--- src/sv/yuvc_pkg.sv ---
// Shared types, constants and helpers for the YUV 4:2:0 to RGB pixel converter.
// Used by the register block, the chroma term unit, the pixel stage and the top level.
// No dependencies.
`default_nettype none

package yuvc_pkg;

	localparam int KRed = 1140;
	localparam int KGreenR = 581;
	localparam int KGreenB = 395;
	localparam int KBlue = 2032;
	localparam int TermShift = 10;
	localparam logic [7:0] KeyLevel = 8'd16;
	localparam logic [7:0] Full = 8'd255;

	localparam int AddrW = 3;
	localparam int DataW = 32;
	localparam logic RegOutputFormat = 1'b0;

	typedef enum logic {
		FMT_PACKED_RGB,
		FMT_BGRA
	} fmt_t;

	typedef struct packed {
		logic signed [8:0] red;
		logic signed [7:0] green;
		logic signed [8:0] blue;
	} chroma_terms_t;

	function automatic logic [7:0] clamp_byte(input logic signed [10:0] x);
		logic [7:0] r;
		if (x < 0) begin
			r = 8'd0;
		end else if (x > 11'sd255) begin
			r = Full;
		end else begin
			r = x[7:0];
		end
		return r;
	endfunction

endpackage

`default_nettype wire

--- src/sv/yuvc_regs.sv ---
// APB-style configuration register block holding the output format.
// Depends on yuvc_pkg for the address width, register index and format type.
`default_nettype none

module yuvc_regs (
	input  wire logic                   clk,
	input  wire logic                   arst_n,
	input  wire logic                   psel,
	input  wire logic                   penable,
	input  wire logic                   pwrite,
	input  wire logic [yuvc_pkg::AddrW-1:0] paddr,
	input  wire logic [yuvc_pkg::DataW-1:0] pwdata,
	output logic [yuvc_pkg::DataW-1:0]  prdata,
	output logic                        pready,
	output yuvc_pkg::fmt_t              output_format
);
	import yuvc_pkg::*;

	fmt_t format_q;
	logic hit;

	assign hit = (paddr[AddrW-1] == RegOutputFormat);
	assign pready = 1'b1;
	assign output_format = format_q;

	always_ff @(posedge clk or negedge arst_n) begin
		if (!arst_n) begin
			format_q <= FMT_PACKED_RGB;
		end else if (psel && penable && pwrite && pready && hit) begin
			format_q <= fmt_t'(pwdata[0]);
		end
	end

	always_comb begin
		prdata = '0;
		if (hit) begin
			prdata[0] = format_q;
		end
	end

endmodule

`default_nettype wire

--- src/sv/yuvc_chroma.sv ---
// Chroma term unit: fixed-point constant products with a floor shift on even pixels,
// held terms on odd pixels, and the pixel pair phase. Depends on yuvc_pkg.
`default_nettype none

module yuvc_chroma (
	input  wire logic                    clk,
	input  wire logic                    arst_n,
	input  wire logic                    load,
	input  wire logic [7:0]              red_chroma,
	input  wire logic [7:0]              blue_chroma,
	output yuvc_pkg::chroma_terms_t      terms
);
	import yuvc_pkg::*;

	logic pair_phase_q;
	chroma_terms_t held_q;
	chroma_terms_t fresh;
	logic signed [7:0] dr;
	logic signed [7:0] db;
	logic signed [18:0] prod_r;
	logic signed [17:0] prod_g;
	logic signed [18:0] prod_b;

	// Flipping the top bit removes the offset of 128 and yields a signed byte.
	assign dr = signed'({~red_chroma[7], red_chroma[6:0]});
	assign db = signed'({~blue_chroma[7], blue_chroma[6:0]});

	assign prod_r = 19'(dr) * 19'(KRed);
	assign prod_g = 18'(dr) * 18'(KGreenR) + 18'(db) * 18'(KGreenB);
	assign prod_b = 19'(db) * 19'(KBlue);

	assign fresh.red = 9'(prod_r >>> TermShift);
	assign fresh.green = 8'(prod_g >>> TermShift);
	assign fresh.blue = 9'(prod_b >>> TermShift);

	assign terms = pair_phase_q ? held_q : fresh;

	always_ff @(posedge clk or negedge arst_n) begin
		if (!arst_n) begin
			pair_phase_q <= 1'b0;
			held_q <= '0;
		end else if (load) begin
			pair_phase_q <= ~pair_phase_q;
			if (!pair_phase_q) begin
				held_q <= fresh;
			end
		end
	end

	a_phase_toggles: assert property (@(posedge clk) disable iff (!arst_n)
		load |=> pair_phase_q != $past(pair_phase_q))
		else $error("pair phase did not toggle on a transaction");

	a_hold_when_idle: assert property (@(posedge clk) disable iff (!arst_n)
		!load |=> $stable(pair_phase_q) && $stable(held_q))
		else $error("chroma state changed without a transaction");

	a_odd_keeps_terms: assert property (@(posedge clk) disable iff (!arst_n)
		load && pair_phase_q |=> $stable(held_q))
		else $error("held terms changed on an odd pixel");

endmodule

`default_nettype wire

--- src/sv/yuvc_pixel.sv ---
// Result stage: sums luma+red, luma-green, luma+blue terms, clamps, forms alpha, registers.
// Depends on yuvc_pkg for the term struct, format type and clamp helper.
`default_nettype none

module yuvc_pixel (
	input  wire logic                    clk,
	input  wire logic                    arst_n,
	input  wire logic                    load,
	input  wire logic [7:0]              luma,
	input  wire yuvc_pkg::chroma_terms_t terms,
	input  wire yuvc_pkg::fmt_t          output_format,
	input  wire logic                    ready,
	output logic                         valid,
	output logic [7:0]                   red,
	output logic [7:0]                   green,
	output logic [7:0]                   blue,
	output logic [7:0]                   alpha
);
	import yuvc_pkg::*;

	logic valid_s2;
	logic [7:0] red_s2;
	logic [7:0] green_s2;
	logic [7:0] blue_s2;
	logic [7:0] alpha_s2;
	logic signed [10:0] y_ext;
	logic [7:0] alpha_next;

	assign y_ext = signed'({3'b000, luma});

	always_comb begin
		if (output_format == FMT_PACKED_RGB) begin
			alpha_next = Full;
		end else if (luma < KeyLevel) begin
			alpha_next = 8'd0;
		end else begin
			alpha_next = Full;
		end
	end

	always_ff @(posedge clk or negedge arst_n) begin
		if (!arst_n) begin
			valid_s2 <= 1'b0;
		end else if (load) begin
			valid_s2 <= 1'b1;
		end else if (ready) begin
			valid_s2 <= 1'b0;
		end
	end

	always_ff @(posedge clk) begin
		if (load) begin
			red_s2 <= clamp_byte(y_ext + 11'(terms.red));
			green_s2 <= clamp_byte(y_ext - 11'(terms.green));
			blue_s2 <= clamp_byte(y_ext + 11'(terms.blue));
			alpha_s2 <= alpha_next;
		end
	end

	assign valid = valid_s2;
	assign red = red_s2;
	assign green = green_s2;
	assign blue = blue_s2;
	assign alpha = alpha_s2;

	a_alpha_binary: assert property (@(posedge clk) disable iff (!arst_n)
		valid_s2 |-> (alpha_s2 == 8'd0 || alpha_s2 == Full))
		else $error("alpha is neither transparent nor opaque");

endmodule

`default_nettype wire

--- src/sv/yuv_to_rgb_pixel_converter.sv ---
// Top level of the YUV 4:2:0 to RGB pixel converter.
// Depends on yuvc_pkg, yuvc_regs, yuvc_chroma and yuvc_pixel.
//
// One pixel enters per input transaction on in_valid/in_ready with its luma byte
// and the two chroma bytes of its 4:2:0 sample; one RGBA result leaves per output
// transaction on out_valid/out_ready. Pixels alternate even and odd: an even pixel
// computes fresh chroma terms from its chroma bytes, the following odd pixel reuses
// them and its chroma bytes are ignored. The phase runs freely across rows.
// The pixel is captured in an input register, the terms, sums and clamps are formed
// in one combinational stage, and the result is held in an output register, so one
// pixel is taken per cycle as long as a low out_ready does not stall the output.
// When out_ready is low the result stays in place; the input register still takes one
// more pixel, after which in_ready drops until the result is taken.
// The APB port holds output_format at address 0: 0 gives packed RGB with alpha
// forced to 255, 1 gives BGRA with alpha 0 for luma below 16. Write it only when
// the block is empty. Reset empties both registers, clears the held terms,
// starts on an even pixel and selects packed RGB.
`default_nettype none

module yuv_to_rgb_pixel_converter (
	input  wire logic                       clk,
	input  wire logic                       arst_n,
	input  wire logic                       psel,
	input  wire logic                       penable,
	input  wire logic                       pwrite,
	input  wire logic [yuvc_pkg::AddrW-1:0] paddr,
	input  wire logic [yuvc_pkg::DataW-1:0] pwdata,
	output logic [yuvc_pkg::DataW-1:0]      prdata,
	output logic                            pready,
	input  wire logic                       in_valid,
	output logic                            in_ready,
	input  wire logic [7:0]                 luma,
	input  wire logic [7:0]                 red_chroma,
	input  wire logic [7:0]                 blue_chroma,
	output logic                            out_valid,
	input  wire logic                       out_ready,
	output logic [7:0]                      red,
	output logic [7:0]                      green,
	output logic [7:0]                      blue,
	output logic [7:0]                      alpha
);
	import yuvc_pkg::*;

	fmt_t output_format;
	chroma_terms_t terms;
	logic valid_s1;
	logic [7:0] luma_s1;
	logic [7:0] red_chroma_s1;
	logic [7:0] blue_chroma_s1;
	logic advance;
	logic load;

	assign advance = !out_valid || out_ready;
	assign load = valid_s1 && advance;
	assign in_ready = !valid_s1 || advance;

	always_ff @(posedge clk or negedge arst_n) begin
		if (!arst_n) begin
			valid_s1 <= 1'b0;
		end else if (in_ready) begin
			valid_s1 <= in_valid;
		end
	end

	always_ff @(posedge clk) begin
		if (in_valid && in_ready) begin
			luma_s1 <= luma;
			red_chroma_s1 <= red_chroma;
			blue_chroma_s1 <= blue_chroma;
		end
	end

	yuvc_regs u_regs (
		.clk           (clk),
		.arst_n        (arst_n),
		.psel          (psel),
		.penable       (penable),
		.pwrite        (pwrite),
		.paddr         (paddr),
		.pwdata        (pwdata),
		.prdata        (prdata),
		.pready        (pready),
		.output_format (output_format)
	);

	yuvc_chroma u_chroma (
		.clk         (clk),
		.arst_n      (arst_n),
		.load        (load),
		.red_chroma  (red_chroma_s1),
		.blue_chroma (blue_chroma_s1),
		.terms       (terms)
	);

	yuvc_pixel u_pixel (
		.clk           (clk),
		.arst_n        (arst_n),
		.load          (load),
		.luma          (luma_s1),
		.terms         (terms),
		.output_format (output_format),
		.ready         (out_ready),
		.valid         (out_valid),
		.red           (red),
		.green         (green),
		.blue          (blue),
		.alpha         (alpha)
	);

	a_load_fills_output: assert property (@(posedge clk) disable iff (!arst_n)
		load |=> out_valid)
		else $error("result register empty after a transfer into it");

	a_stall_blocks_load: assert property (@(posedge clk) disable iff (!arst_n)
		out_valid && !out_ready |-> !load)
		else $error("result overwritten while stalled");

endmodule

`default_nettype wire
--- config.mk ---
export PLATFORM = sky130hd
export DESIGN_NAME = yuv_to_rgb_pixel_converter
export DESIGN_NICKNAME = d
export VERILOG_FILES = /design/src/sv/yuvc_pkg.sv /design/src/sv/yuvc_regs.sv /design/src/sv/yuvc_chroma.sv /design/src/sv/yuvc_pixel.sv /design/src/sv/yuv_to_rgb_pixel_converter.sv
export SDC_FILE = /design/constraint.sdc
export NUM_CORES = 1
export LEC_CHECK = 0
export CAP_MARGIN = 20
export CORE_MARGIN = 1.5
export CORE_UTILIZATION = 67
export CTS_CLUSTER_SIZE = 16
export DETAILED_ROUTE_END_ITERATION = 16
export DONT_BUFFER_PORTS = 1
export GPL_TIMING_DRIVEN = 0
export HOLD_SLACK_MARGIN = 0.03
export PLACE_DENSITY = 0.81
export SLEW_MARGIN = 20
export SYNTH_ARGS = -nofsm -noshare
export SYNTH_HDL_FRONTEND = slang
export SYNTH_SLANG_ARGS = --single-unit
export TNS_END_PERCENT = 100
--- constraint.sdc ---
create_clock -name clk -period 9.19 [get_ports clk]
set_clock_uncertainty 0.2 [all_clocks]
set_input_delay 0.4595 -clock clk [delete_from_list [all_inputs] [get_ports clk]]
set_output_delay 0.4595 -clock clk [all_outputs]
set_load 0.01 [all_outputs]
# After elaboration in Yosys (flattened, before gate mapping)
# Cells that the tools add are included.
totals:
  latchBits: 0
  output_inout_bits: 67
  n_memories: 0
  in_bits: 66
  regBits: 86
  elab_cells: 51
  mem_bits_rw: 0
  mem_bits_ro: 0
classes:
  shift: 0
  eq_ne: 0
  n_bitwise: 4
  n_mux: 8
  add_sub_neg: 4
  n_lt_le_gt_ge: 7
  div: 0
  reduce_logical: 10
  n_mul: 4
ops:
  columns: ["cell", "n"]
  rows:
  - ["two-way mux 8 bit", 4]
  - ["> comparator 10 x 9 -> 1 bit, second input constant", 3]
  - ["< comparator 10 x 1 -> 1 bit, second input constant", 3]
  - ["two-way mux 26 bit", 1]
  - ["adder 9 x 9 -> 10 bit", 2]
  - ["adder 18 bit", 1]
  - ["multiplier 8 x 10 -> 18 bit, second input constant", 1]
  - ["multiplier 8 x 11 -> 18 bit, second input constant", 1]
  - ["multiplier 8 x 10 -> 17 bit, second input constant", 1]
  - ["multiplier 8 x 8 -> 15 bit, second input constant", 1]
  - ["subtractor 9 x 8 -> 10 bit", 1]
  - ["< comparator 8 x 5 -> 1 bit, second input constant", 1]
  - ["logical AND 1 bit", 5]
  - ["NOT 1 bit", 4]
  - ["two-way mux 1 bit", 3]
  - ["logical NOT 1 bit", 2]
  - ["logical OR 1 bit", 2]
  - ["nonzero test 2 bit", 1]

# Longest topological paths before layout
depth:
  word_depth: 7
  depth_mapped: 32
  ltp_nobuf: 31

# Modules after synthesis
# From an unflattened synthesis, not the netlist that was laid out.
unflattened:
  hier_cells: 985
  hier_area_um2: 9753.1
modules_own_cells:
  columns: ["module", "area_each_um2", "seq_area_each_um2", "n_inst", "cells_each"]
  rows:
  - ["yuvc_chroma", 6513.7, 675.6, 1, 702]
  - ["yuvc_pixel", 2145.8, 775.7, 1, 215]
  - ["yuv_to_rgb_pixel_converter", 792.0, 745.7, 1, 30]
  - ["yuvc_regs", 301.5, 25.0, 1, 38]

# Worst setup path after synthesis
# OpenSTA, ideal clock, no wires.
synth_path:
  path_type: "register -> register"
  startpoint: "register blue_chroma_s1[7]"
  endpoint: "register u_pixel.green_s2[6] (netlist: u_pixel.green[6]), data pin"
  setup_ns: 0.162
  t_required_ns: 8.828
  n_path_buf: 2
  t_arrival_ns: 7.352
  path_slack_ns: 1.476
  stages_incl_launch_ff: 27
  path_cell_list: "edfxtp_1 > clkbuf_1 > inv_1 > ha_1 > inv_1 > ha_1 > inv_1 > fa_1 > inv_1 > fa_1 > fa_1 > fa_1 > ha_1 > a21oi_1 > o22ai_4 > or3_1 > o211ai_1 > nand2b_1 > a21oi_1 > xnor2_1 > mux2_2 > inv_1 > clkbuf_1 > ha_1 > or3_1 > or4_4 > o2111ai_1"
synth_via:
  elab_chain_len: 7
  word_cells_on_any_way: 8
  cone_classes: "add/sub (2); mul (1); order compare (2); mux (2); bitwise (1)"
synth_rtl:
  columns: ["item", "line_no", "text"]
  rows:
  - ["from (decl)", "yuv_to_rgb_pixel_converter.sv:49", "logic [7:0] blue_chroma_s1;"]
  - ["from (signal assigned)", "yuv_to_rgb_pixel_converter.sv:69", "blue_chroma_s1 <= blue_chroma;"]
  - ["NOT 1 bit *", "yuvc_chroma.sv:26", "assign db = signed'({~blue_chroma[7], blue_chroma[6:0]});"]
  - ["multiplier 8 x 10 -> 18 bit *", "yuvc_chroma.sv:29", "assign prod_g = 18'(dr) * 18'(KGreenR) + 18'(db) * 18'(KGreenB);"]
  - ["adder 18 bit *", "yuvc_chroma.sv:29", null]
  - ["two-way mux 26 bit *", "yuvc_chroma.sv:36", "assign terms = pair_phase_q ? held_q : fresh;"]
  - ["subtractor 9 x 8 -> 10 bit *", "yuvc_pixel.sv:54", "green_s2 <= clamp_byte(y_ext - 11'(terms.green));"]
  - ["> comparator 10 x 9 -> 1 bit", "yuvc_pkg.sv:35", "end else if (x > 11'sd255) begin"]
  - ["two-way mux 8 bit", "yuvc_pkg.sv:35", null]
  - ["to (signal assigned)", "yuvc_pixel.sv:54", null]
  - ["to (decl)", "yuvc_pixel.sv:23", "logic [7:0] green_s2;"]
# Mark *: on every way between the ends. The rest lies on a longest branch, timed or not.
# A chain may end at the register's enable or synchronous reset.

# Worst setup path after layout
layout_path:
  startpoint: "register blue_chroma_s1[7]"
  endpoint: "register u_pixel.green_s2[7] (netlist: u_pixel.green[7]), data pin"
# Same word-level chain as after synthesis.

==> out/results.txt <==
status - completed
synth unique cells - 69
Slowest-stage cell, CP - clkbuf_1
Syn Inst Count - 1,002
via/cell ratio - 5.56
# DRC - 0
Max Slew Vio Count - 0
Core Area - 14,500 um^2
clock root buffer - clkbuf_16
gr ovfl total - 0
detailed placer's ending HPWL - 16,000 um
Layout fillers - 1,007
final WL - 20,200 um
most frequent cells in the layout - inv_1 (189), ha_1 (170), fa_1 (88)
CTS tree - yes
gr usage total - 27.2%
share of cells above drive strength 1 - 9.44%
Final Wtd Congestion - 0.882
crit path max fanout - 11
1st-iter DRT viols - 262
DR vias - 7,031
row count - 44
vias in the first global route - 7,206
CP arrival - 8580 ps
clk buf depth - 2
Port Buf Inserts - 0
final setup vio count - 0
H-Tree Depth - 3
WS Path Type - reg2reg
area of the multi-input gates - 6720 um^2
worst-skew pair later-pin latency - 350 ps
register bit total from synthesis - 79
synth warn - 0
Async S/R FF share, synth - 38.0%
initial cell density of the core - 68.5%
remaining antenna violation count after routing - 0
# IOs - 133
average size of a mapped cell - 9.89 um^2
EDFF count, synth - 49
Power Total - 4.43 mW
Reg area - 2220 um^2
Fin. Hold Viols - 0
DRT Pass-1 Iters - 6
design area - 10,900 um^2
DP Worst Slack - 459 ps
Die Ht - 125 um
Synth Cell Area - 9910 um^2
initial antenna violation count - 0
max_cap viols - 0
CP Launch Type - flop
placed inst area - 10,300 um^2
slew margin rel. - 35.5%
ys flop type - edfxtp_1
largest net degree at the start of global routing - 31
TritonCTS Sinks - 79
area grow syn2layout - 9.53%
hold slack - 72.9 ps
crit end category - flop
slowest cell delay on critical path - 560 ps
maximum vdd drop - 0.240 mV
Die W - 125 um
first-pass GRT wire length - 33,600 um
pwr dens - 408 nW/um^2
LEAKAGE - 5.42 nW
TNS Setup - 0 ps
CP Data Required Time - 9180 ps
Final #Nets - 1,400
Fmax achieved - 116 MHz
RSZ-0062 raised after global routing - no
commonest non-fill, non-tap cell in the layout - inv_1
WL/cell - 16.0 um
post-synthesis sequential area ratio - 22.4%
Reg clk slew, reported paths - 60 ps
CTS buffer count - 9
Ant. Diodes - 0
Worst-Margin Slew - 967 ps
Final Critical Period - 8590 ps
Hold Path Class - in2reg
final worst setup slack - 600 ps
period utilization - 93.5%
DIE AREA - 15,500 um^2
==> critical path: cells and delay by family, from the launching register on <==
kind / cells / cell delay (ps)
xor+xnor: 1 / 100
mux: 1 / 330
buf+inv: 8 / 1600
flops: 1 / 500
simple gates: 3 / 890
fa+ha+maj: 8 / 3240
compound gates: 8 / 1560
==> Yosys cell counts (6+ instances only) <==
cell,instances,area (um^2)
a21o_1,11,82.6
a21oi_1,33,165
and2_1,7,43.8
buf_4,39,293
clkbuf_1,13,48.8
dfrtp_1,30,751
edfxtp_1,49,1470
fa_1,88,1760
ha_1,170,2130
inv_1,190,713
mux2_2,13,146
mux2i_1,9,90.1
nand2_1,67,251
nand2b_1,6,37.5
nand3_1,8,40.0
nor2_1,29,109
nor2b_1,10,62.6
nor3_1,13,65.1
o21a_1,12,90.1
o21ai_0,53,265
or2_2,9,56.3
or3_1,6,37.5
xnor2_1,35,307
xor2_1,22,193
==> cell type report <==
type	count	share of cell area, %
plain buffers	56	3.38
clock buffers	10	2.11
clock inverters	6	0.392
inverters	190	6.60
multi-input cells	707	61.9
flip-flops and latches	79	20.5
well taps	184	2.12
repair buffers	33	3.00
==> path summary, 6_finish.rpt <==
path                                     start                    to  slack [ps]  depth (start not counted)
min in group asynchronous               arst_n    u_chroma.held_q[7]         350                          2
hold / removal                       pwdata[0]  u_regs.output_format          70                          1
setup reg to reg             blue_chroma_s1[7]      u_pixel.green[7]         600                         29
hold reg to reg            u_chroma.held_q[19]   u_chroma.held_q[19]         290                          2
max in group asynchronous               arst_n  u_regs.output_format        8250                          2
setup / recovery             blue_chroma_s1[7]      u_pixel.green[7]         600                         29
==> report_power, final <==
group | switching (mW) | internal, mW | total (mW)
Combinational | 1.93 | 1.47 | 3.40
Sequential | 0.0997 | 0.596 | 0.696
Clock | 0.150 | 0.185 | 0.334
==> cells by family (layout without fill, tap and decap cells) <==
group	count (synthesis)	after routing	synth area share, %
other	2	32	0.0758
AO/OA/AOI/OAI	161	161	11.1
flip-flops	79	79	22.4
adder cells (fa/ha/maj)	259	259	39.3
multiplexers	22	22	2.39
AND/OR/NAND/NOR	176	176	8.79
buffers and inverters	246	295	10.9
XOR/XNOR	57	57	5.04
==> metrics by stage <==
stage / util, % / instances
after floorplan: - / 1032
after CTS: 74.6 / 1259
after global routing: 75.0 / 1265
after detailed placement: 70.8 / 1216
after global placement: 70.8 / 1216
final: 75.0 / 1265
==> sequential cells by signal (all words and copies together), names as in the netlist <==
name,cells
u_chroma.held_q,26
blue_chroma_s1,8
luma_s1,8
red_chroma_s1,8
u_pixel.blue,8
u_pixel.green,8
u_pixel.red,8
u_chroma.pair_phase_q,1
u_pixel.alpha,1
u_pixel.valid,1
u_regs.output_format,1
valid_s1,1
==> repair_timing <==
| action | 4_1_cts | 5_1_grt |
|---|---|---|
| hold buffers | 27 | 0 |
| endpoints found under the hold margin | 55 | 0 |
| resized for setup | 0 | 1 |
| setup buffers | 0 | 6 |
| setup endpoints to repair | 0 | 7 |
==> per-layer routing <==
layer  vias to the layer above  global-route usage [%]  wire length (um)
li1                       3409                       -                 -
met1                      3342                    32.6              8350
met2                       231                    48.4             10200
met3                        49                    4.51              1010
met4                         0                    11.6               685
met5                         -                       0                 0
(Power assumes the default switching activity.)
